### src/rtl/iflsq_pkg.sv
`timescale 1ns / 1ps
// Shared types, constants and helper functions of the inverse-frequency fit.
// No dependencies; used by iflsq_alu and inverse_frequency_lsq_fit_top.
package iflsq_pkg;

    localparam int MAX_POINTS  = 1024;
    localparam int CNT_W       = $clog2(MAX_POINTS + 1);
    localparam int MIN_POINTS  = 3;
    localparam int BIG_W       = 256;
    localparam int ITER_W      = $clog2(BIG_W);
    localparam int SHORT_LEN   = 49;
    localparam int SHORT_SHIFT = BIG_W - SHORT_LEN;
    localparam int IN_DATA_W   = 56;
    localparam int OUT_DATA_W  = 136;
    localparam int STEP_W      = 5;

    localparam logic [STEP_W-1:0] STEP_LAST_POINT = 5'd3;
    localparam logic [STEP_W-1:0] STEP_FIRST_FIT  = 5'd4;
    localparam logic [STEP_W-1:0] STEP_V          = 5'd15;
    localparam logic [STEP_W-1:0] STEP_DEN        = 5'd18;
    localparam logic [STEP_W-1:0] STEP_LAST       = 5'd20;

    localparam logic [16:0] R2_ONE = 17'd65536;

    typedef enum logic [1:0] {
        ST_OK       = 2'd0,
        ST_FEW      = 2'd1,
        ST_ZERO_DEN = 2'd2
    } t_fit_status;

    typedef enum logic [1:0] {
        ALU_MUL,
        ALU_DIV,
        ALU_SUB
    } t_alu_op;

    typedef enum logic [2:0] {
        AS_IDLE,
        AS_MUL,
        AS_DIV_A,
        AS_DIV_B,
        AS_DIV,
        AS_DIV_Q,
        AS_SUB,
        AS_DONE
    } t_alu_state;

    typedef enum logic [1:0] {
        SQ_IDLE,
        SQ_ISSUE,
        SQ_WAIT,
        SQ_EMIT
    } t_seq_state;

    typedef enum logic [3:0] {
        SRC_ONE,
        SRC_F,
        SRC_MAG,
        SRC_RAT,
        SRC_N,
        SRC_A,
        SRC_B,
        SRC_R,
        SRC_S,
        SRC_T,
        SRC_X,
        SRC_P,
        SRC_D,
        SRC_NS,
        SRC_NO,
        SRC_V
    } t_src;

    typedef enum logic [1:0] {
        SH_0,
        SH_16,
        SH_32,
        SH_48
    } t_shift;

    typedef enum logic [3:0] {
        DST_SUMB,
        DST_SUMA,
        DST_SUMT,
        DST_SUMS,
        DST_X,
        DST_P,
        DST_D,
        DST_NS,
        DST_NO,
        DST_V,
        DST_OFF,
        DST_SLOPE,
        DST_R2
    } t_dst;

    typedef struct packed {
        t_alu_op op;
        t_src    src_a;
        t_shift  sh_a;
        t_src    src_b;
        t_dst    dst;
        logic    short_div;
    } t_uop;

    typedef struct packed {
        logic    start;
        t_alu_op op;
        logic    short_div;
    } t_alu_req;

    function automatic t_uop f_mk_uop(input t_alu_op op, input t_src a, input t_shift sh,
                                      input t_src b, input t_dst d, input logic sd);
        t_uop u;
        u.op        = op;
        u.src_a     = a;
        u.sh_a      = sh;
        u.src_b     = b;
        u.dst       = d;
        u.short_div = sd;
        return u;
    endfunction

    // per point: steps 0..3, fit: steps 4..20
    function automatic t_uop f_uop(input logic [STEP_W-1:0] step);
        t_uop u;
        unique case (step)
            5'd0:    u = f_mk_uop(ALU_DIV, SRC_ONE, SH_48, SRC_F,   DST_SUMB,  1'b1);
            5'd1:    u = f_mk_uop(ALU_DIV, SRC_X,   SH_0,  SRC_F,   DST_SUMA,  1'b1);
            5'd2:    u = f_mk_uop(ALU_DIV, SRC_RAT, SH_16, SRC_F,   DST_SUMT,  1'b1);
            5'd3:    u = f_mk_uop(ALU_MUL, SRC_MAG, SH_0,  SRC_MAG, DST_SUMS,  1'b0);
            5'd4:    u = f_mk_uop(ALU_MUL, SRC_A,   SH_48, SRC_N,   DST_X,     1'b0);
            5'd5:    u = f_mk_uop(ALU_MUL, SRC_B,   SH_0,  SRC_B,   DST_P,     1'b0);
            5'd6:    u = f_mk_uop(ALU_SUB, SRC_X,   SH_0,  SRC_P,   DST_D,     1'b0);
            5'd7:    u = f_mk_uop(ALU_MUL, SRC_T,   SH_32, SRC_N,   DST_X,     1'b0);
            5'd8:    u = f_mk_uop(ALU_MUL, SRC_R,   SH_0,  SRC_B,   DST_P,     1'b0);
            5'd9:    u = f_mk_uop(ALU_SUB, SRC_X,   SH_0,  SRC_P,   DST_NS,    1'b0);
            5'd10:   u = f_mk_uop(ALU_MUL, SRC_R,   SH_16, SRC_A,   DST_X,     1'b0);
            5'd11:   u = f_mk_uop(ALU_MUL, SRC_T,   SH_0,  SRC_B,   DST_P,     1'b0);
            5'd12:   u = f_mk_uop(ALU_SUB, SRC_X,   SH_0,  SRC_P,   DST_NO,    1'b0);
            5'd13:   u = f_mk_uop(ALU_MUL, SRC_S,   SH_16, SRC_N,   DST_X,     1'b0);
            5'd14:   u = f_mk_uop(ALU_MUL, SRC_R,   SH_0,  SRC_R,   DST_P,     1'b0);
            5'd15:   u = f_mk_uop(ALU_SUB, SRC_X,   SH_0,  SRC_P,   DST_V,     1'b0);
            5'd16:   u = f_mk_uop(ALU_DIV, SRC_NO,  SH_32, SRC_D,   DST_OFF,   1'b0);
            5'd17:   u = f_mk_uop(ALU_DIV, SRC_NS,  SH_48, SRC_D,   DST_SLOPE, 1'b0);
            5'd18:   u = f_mk_uop(ALU_MUL, SRC_D,   SH_0,  SRC_V,   DST_X,     1'b0);
            5'd19:   u = f_mk_uop(ALU_MUL, SRC_NS,  SH_16, SRC_NS,  DST_P,     1'b0);
            5'd20:   u = f_mk_uop(ALU_DIV, SRC_P,   SH_0,  SRC_X,   DST_R2,    1'b0);
            default: u = f_mk_uop(ALU_SUB, SRC_X,   SH_0,  SRC_X,   DST_X,     1'b0);
        endcase
        return u;
    endfunction

    function automatic logic [47:0] f_sat48(input logic [BIG_W-1:0] q);
        logic [47:0] v;
        if (q[BIG_W-1:47] == '0 || q[BIG_W-1:47] == '1) begin
            v = q[47:0];
        end else begin
            v = q[BIG_W-1] ? {1'b1, 47'd0} : {1'b0, {47{1'b1}}};
        end
        return v;
    endfunction

    function automatic logic [63:0] f_sat64(input logic [BIG_W-1:0] q);
        logic [63:0] v;
        if (q[BIG_W-1:63] == '0 || q[BIG_W-1:63] == '1) begin
            v = q[63:0];
        end else begin
            v = q[BIG_W-1] ? {1'b1, 63'd0} : {1'b0, {63{1'b1}}};
        end
        return v;
    endfunction

    // quotient is never negative here
    function automatic logic [16:0] f_clamp_r2(input logic [BIG_W-1:0] q);
        logic [16:0] v;
        if (q[BIG_W-1:17] != '0 || q[16:0] > R2_ONE) begin
            v = R2_ONE;
        end else begin
            v = q[16:0];
        end
        return v;
    endfunction

endpackage

### src/rtl/iflsq_alu.sv
`timescale 1ns / 1ps
// Shared 256-bit multiply / divide / subtract unit, one add or subtract per cycle.
// Depends on iflsq_pkg.
module iflsq_alu (
    input  logic                          i_clk,
    input  logic                          i_rst_n,
    input  iflsq_pkg::t_alu_req           i_req,
    input  logic [iflsq_pkg::BIG_W-1:0]   i_opa,
    input  logic [iflsq_pkg::BIG_W-1:0]   i_opb,
    output logic                          o_done,
    output logic [iflsq_pkg::BIG_W-1:0]   o_result
);
    import iflsq_pkg::*;

    t_alu_state        r_state, n_state;
    t_alu_op           r_op, n_op;
    logic              r_short, n_short;
    logic              r_neg, n_neg;
    logic [ITER_W-1:0] r_cnt, n_cnt;
    logic [BIG_W-1:0]  r_x, n_x;
    logic [BIG_W-1:0]  r_y, n_y;
    logic [BIG_W-1:0]  r_z, n_z;

    logic [BIG_W:0]    w_ax, w_ay;
    logic              w_sub;
    logic [BIG_W+1:0]  w_sum;
    logic              w_ge;

    always_comb begin
        n_state = r_state;
        unique case (r_state)
            AS_IDLE: begin
                if (i_req.start) begin
                    unique case (i_req.op)
                        ALU_MUL: n_state = AS_MUL;
                        ALU_DIV: n_state = AS_DIV_A;
                        ALU_SUB: n_state = AS_SUB;
                        default: n_state = AS_IDLE;
                    endcase
                end
            end
            AS_MUL:   if (r_z == '0) n_state = AS_DONE;
            AS_DIV_A: n_state = AS_DIV_B;
            AS_DIV_B: n_state = AS_DIV;
            AS_DIV:   if (r_cnt == '0) n_state = r_neg ? AS_DIV_Q : AS_DONE;
            AS_DIV_Q: n_state = AS_DONE;
            AS_SUB:   n_state = AS_DONE;
            AS_DONE:  n_state = AS_IDLE;
            default:  n_state = AS_IDLE;
        endcase
    end

    // single adder shared by every operation
    always_comb begin
        w_ax  = '0;
        w_ay  = '0;
        w_sub = 1'b1;
        unique case (r_state)
            AS_MUL: begin
                w_ax  = {1'b0, r_x};
                w_ay  = {1'b0, r_y};
                w_sub = 1'b0;
            end
            AS_DIV_A: w_ay = {1'b0, r_z};
            AS_DIV_B: w_ay = {1'b0, r_y};
            AS_DIV: begin
                w_ax = {r_x, r_z[BIG_W-1]};
                w_ay = {1'b0, r_y};
            end
            AS_DIV_Q: w_ay = {1'b0, r_z};
            AS_SUB: begin
                w_ax = {1'b0, r_y};
                w_ay = {1'b0, r_z};
            end
            default: w_sub = 1'b1;
        endcase
    end

    assign w_sum = {1'b0, w_ax} + {1'b0, w_ay ^ {(BIG_W+1){w_sub}}} + (BIG_W+2)'(w_sub);
    assign w_ge  = w_sum[BIG_W+1];

    always_comb begin
        n_op    = r_op;
        n_short = r_short;
        n_neg   = r_neg;
        n_cnt   = r_cnt;
        n_x     = r_x;
        n_y     = r_y;
        n_z     = r_z;
        unique case (r_state)
            AS_IDLE: begin
                if (i_req.start) begin
                    n_op    = i_req.op;
                    n_short = i_req.short_div;
                    n_neg   = i_opa[BIG_W-1] ^ i_opb[BIG_W-1];
                    n_x     = '0;
                    n_y     = (i_req.op == ALU_DIV) ? i_opb : i_opa;
                    n_z     = (i_req.op == ALU_DIV) ? i_opa : i_opb;
                end
            end
            AS_MUL: begin
                if (r_z != '0) begin
                    if (r_z[0]) n_x = w_sum[BIG_W-1:0];
                    n_y = {r_y[BIG_W-2:0], 1'b0};
                    n_z = {1'b0, r_z[BIG_W-1:1]};
                end
            end
            AS_DIV_A: if (r_z[BIG_W-1]) n_z = w_sum[BIG_W-1:0];
            AS_DIV_B: begin
                if (r_y[BIG_W-1]) n_y = w_sum[BIG_W-1:0];
                n_x   = '0;
                n_z   = r_short ? (r_z << SHORT_SHIFT) : r_z;
                n_cnt = r_short ? ITER_W'(SHORT_LEN - 1) : ITER_W'(BIG_W - 1);
            end
            AS_DIV: begin
                n_x   = w_ge ? w_sum[BIG_W-1:0] : {r_x[BIG_W-2:0], r_z[BIG_W-1]};
                n_z   = {r_z[BIG_W-2:0], w_ge};
                n_cnt = r_cnt - 1'b1;
            end
            AS_DIV_Q: n_z = w_sum[BIG_W-1:0];
            AS_SUB:   n_x = w_sum[BIG_W-1:0];
            default:  n_cnt = r_cnt;
        endcase
    end

    always_ff @(posedge i_clk) begin
        if (!i_rst_n) begin
            r_state <= AS_IDLE;
        end else begin
            r_state <= n_state;
        end
        r_op    <= n_op;
        r_short <= n_short;
        r_neg   <= n_neg;
        r_cnt   <= n_cnt;
        r_x     <= n_x;
        r_y     <= n_y;
        r_z     <= n_z;
    end

    assign o_done   = (r_state == AS_DONE);
    assign o_result = (r_op == ALU_DIV) ? r_z : r_x;

endmodule

### config.mk
export PLATFORM = sky130hd
export DESIGN_NAME = iflsq_alu
export DESIGN_NICKNAME = d
export VERILOG_FILES = /design/src/rtl/iflsq_pkg.sv /design/src/rtl/iflsq_alu.sv
export SDC_FILE = /design/constraint.sdc
export NUM_CORES = 2
export LEC_CHECK = 0
export BUFFER_PORTS_ARGS = -buffer_cell sky130_fd_sc_hd__buf_2
export CAP_MARGIN = 20
export CORE_UTILIZATION = 45
export DETAILED_ROUTE_END_ITERATION = 6
export SYNTH_ARGS = -nofsm -noshare
export SYNTH_HDL_FRONTEND = slang
export SYNTH_SLANG_ARGS = --single-unit
### constraint.sdc
create_clock -name i_clk -period 34 [get_ports i_clk]
set_input_delay 5.1 -clock i_clk [delete_from_list [all_inputs] [get_ports i_clk]]
set_output_delay 5.1 -clock i_clk [all_outputs]
set_load 0.02 [all_outputs]
==> results.json <==
{
  "startpoint": "r_state[1]",
  "worst_slew_pin_slew_ns": 1.656,
  "status": "finished, violations left",
  "dr.pass1.iters": 7,
  "cts_resized": 0,
  "grt_use_met3_pct": 8.414,
  "port_buffers": 774,
  "fp.dieW_um": 429.0,
  "critical_path.cell_chain": "buf_4 > buf_4 > buf_12 > mux2i_1 > o21ai_0 > ha_1 > nand4_1 > nor4_1 > nand3_1 > nor4_1 > and2_1 > o211ai_1 > nand2_1 > a221o_2 > a31oi_1 > o21ai_4 > buf_4 > nand2_1 > nand2_4 > buf_4 > a22o_1",
  "synth-seq-area-share_pct": 28.62,
  "yosysWarningCount": 0,
  "synth.area.top_cells": "edfxtp_1 29%, mux2i_1 13%, a21oi_1 6.6%",
  "cts_hold_buf": 0,
  "wl_um": 405100,
  "syn_to_final_growth_pct": 10.22,
  "finalSetupViolCount": 0,
  "drv_slew": 108,
  "clock-root-buffer": "clkbuf_16",
  "cp_common_cell": "buf_4",
  "worst_clock_skew_ns": 0.04609,
  "instances_no_fill": 12868,
  "via_per_inst": 6.849,
  "syn_area_per_cell_um2": 8.038,
  "antenna_found_initial": 40,
  "met1_usage_pct": 53.98,
  "synth_flop_cell": "edfxtp_1",
  "setup.worst_path.end": "r_x[37]",
  "rsz0062_at_grt": "no",
  "fin_setup_tns_ns": 0,
  "layout_common_cells": "1302 x nand2_1, 1099 x mux2i_1, 1086 x a21oi_1",
  "synth-seq-cells": 783,
  "ioPinCount": 775,
  "cts_buffers": 102,
  "r2r_end": "r_x[37]",
  "yosys.area.top_type_share_pct": 28.55,
  "crit_required_ns": 34.62,
  "worst_path_largest_cell_delay_ns": 0.96,
  "synth_nets": 10987,
  "final_area_mm2": 0.09042,
  "busiest_layer": "met2",
  "dpl.hpwl_um": 297300,
  "drive_gt1_share_pct": 13.41,
  "max_freq_mhz": 95.50,
  "tritoncts": "built",
  "synth_edf_count": 780,
  "dpl_cell_area_mm2": 0.08707,
  "violations": "design-rule violations, max-slew violations",
  "cts_num_sinks": 783,
  "worstPathMaxFanout": 178,
  "cts_max_level": 3,
  "clk_latency_ns": 0.80,
  "r2r_slack_ns": 23.53,
  "reg2regPathDepth": 21,
  "clk_pin_slew_ns": 0.06,
  "grt_max_degree": 196,
  "synth_async_sr_flop_share_pct": 0,
  "synth_cells": 10207,
  "worstHoldStart": "r_neg",
  "synth_top_area_cell": "edfxtp_1",
  "worst-path-buf-inv": 5,
  "cp.depth": 21,
  "grt_pass1_wl_um": 582900,
  "endpoint_kind": "flop",
  "cp.arrival_ns": 11.10,
  "wl_per_cell_um": 31.48,
  "hold_violations": 0,
  "crit_type": "flop to flop",
  "cts_setup_buffers": 0,
  "period_needed_ns": 10.47,
  "dpl.cell_count": 12642,
  "num-nets-final": 11164,
  "hold_class": "flop to flop",
  "relSlewSlack_pct": -10.41,
  "maxCapViolCount": 0,
  "crit_slowest_cell": "buf_4",
  "core_area_mm2": 0.1809,
  "finalCritPeriodShare_pct": 30.80,
  "grt_usage_pct": 42.01,
  "syn_area_mm2": 0.08204,
  "place.gp.congestion": 1.036,
  "layout_commonest_cell": "nand2_1",
  "drc": 2,
  "vias": 88139,
  "crit_family": "simple AND/OR/NAND/NOR gates",
  "dieArea_mm2": 0.1840,
  "gr-total-overflow": 0,
  "row_count": 156,
  "fin_util_pct": 49.97,
  "grt_pass1_vias": 83291,
  "clock_path_buffers": 3,
  "detail-route-antenna-nets": 0,
  "rr_startpoint": "r_state[1]",
  "drtIter0Drc": 11200,
  "yosysUniqueCellTypes": 88,
  "die_y_um": 429.0,
  "cp-start-kind": "flop",
  "gr-usage-met2_pct": 63.77,
  "initial_core_util_pct": 45.34
}
-- worst reg2reg max path, delay by kind of cell (launching register included) --
family | cells | cell delay [ns]
AND/OR/NAND/NOR | 8 | 3.66
buffers and inverters | 5 | 3.60
AO/OA/AOI/OAI | 6 | 1.46
flip-flops | 1 | 0.66
adder cells (fa/ha/maj) | 1 | 0.50
multiplexers | 1 | 0.43
-- layout make-up --
class | count | area [um2]
diodes | 32 | 80.08
flip-flops and latches | 783 | 23490
well taps | 2370 | 2965
repair buffers | 921 | 5226
multi-input cells | 8481 | 55100
clock buffers | 133 | 2690
fillers | 17749 | 90520
clock inverters | 53 | 490.5
inverters | 95 | 371.6
-- Yosys cell counts (all sizes together) (76+ instances only) --
master / instances
o22ai: 203
nand3: 93
xor2: 109
clkbuf: 770
nor4: 100
mux2i: 1099
mux2: 261
edfxtp: 780
o21bai: 79
a21o: 95
o21a: 230
nor3: 76
ha: 261
a22oi: 201
xnor2: 151
nand4: 163
a21oi: 1088
nor2b: 265
nand2: 1308
buf: 78
nor2: 846
a221oi: 228
inv: 95
a22o: 162
o21ai: 1076
-- metrics by stage --
step	hold slack [ns]	setup slack, ns
after global routing	0.6336	23.41
after detailed placement	0.5683	24.00
after floorplan	0.5251	8.789
after CTS	0.5793	23.94
after global placement	0.5585	23.95
final	0.5813	23.53
-- state kept, by name, summed over array words and instances, names as in the netlist --
register	cells
r_cnt	8
r_state	3
r_short	1
r_neg	1
r_z	256
r_op	2
r_y	256
r_x	256
-- kinds of logic (layout without fill, tap and decap cells) --
family          count (synthesis)  in the layout  share of synthesized area [%]
compound gates               3614           3614                          27.03
flops                         783            783                          28.62
mux                          1360           1360                          17.00
simple gates                 2985           2985                          16.08
other cells                     0             32                              0
fa+ha+maj                     262            262                          4.005
buf+inv                       943           1202                          4.484
xor+xnor                      260            260                          2.776
-- how the worst min path moves through the flow --
stage                 end  slack, ns  cells after the start
6_report       r_state[1]       0.58                      3
5_1_grt        r_state[1]       0.63                      3
4_1_cts        r_state[1]       0.58                      3
3_5_place_dp   r_state[1]       0.57                      3
3_3_place_gp   r_state[1]       0.56                      3
2_1_floorplan  r_state[1]       0.53                      3
-- layer usage --
metal | part of all wire (%) | routed length [um]
met1 | 39 | 159500
met2 | 44 | 177200
met3 | 9.5 | 38570
met5 | 0.023 | 94
met4 | 7.4 | 29780
Power is not shown: default switching activity piles up to over one toggle a cycle in this logic, so the estimate is an artifact.
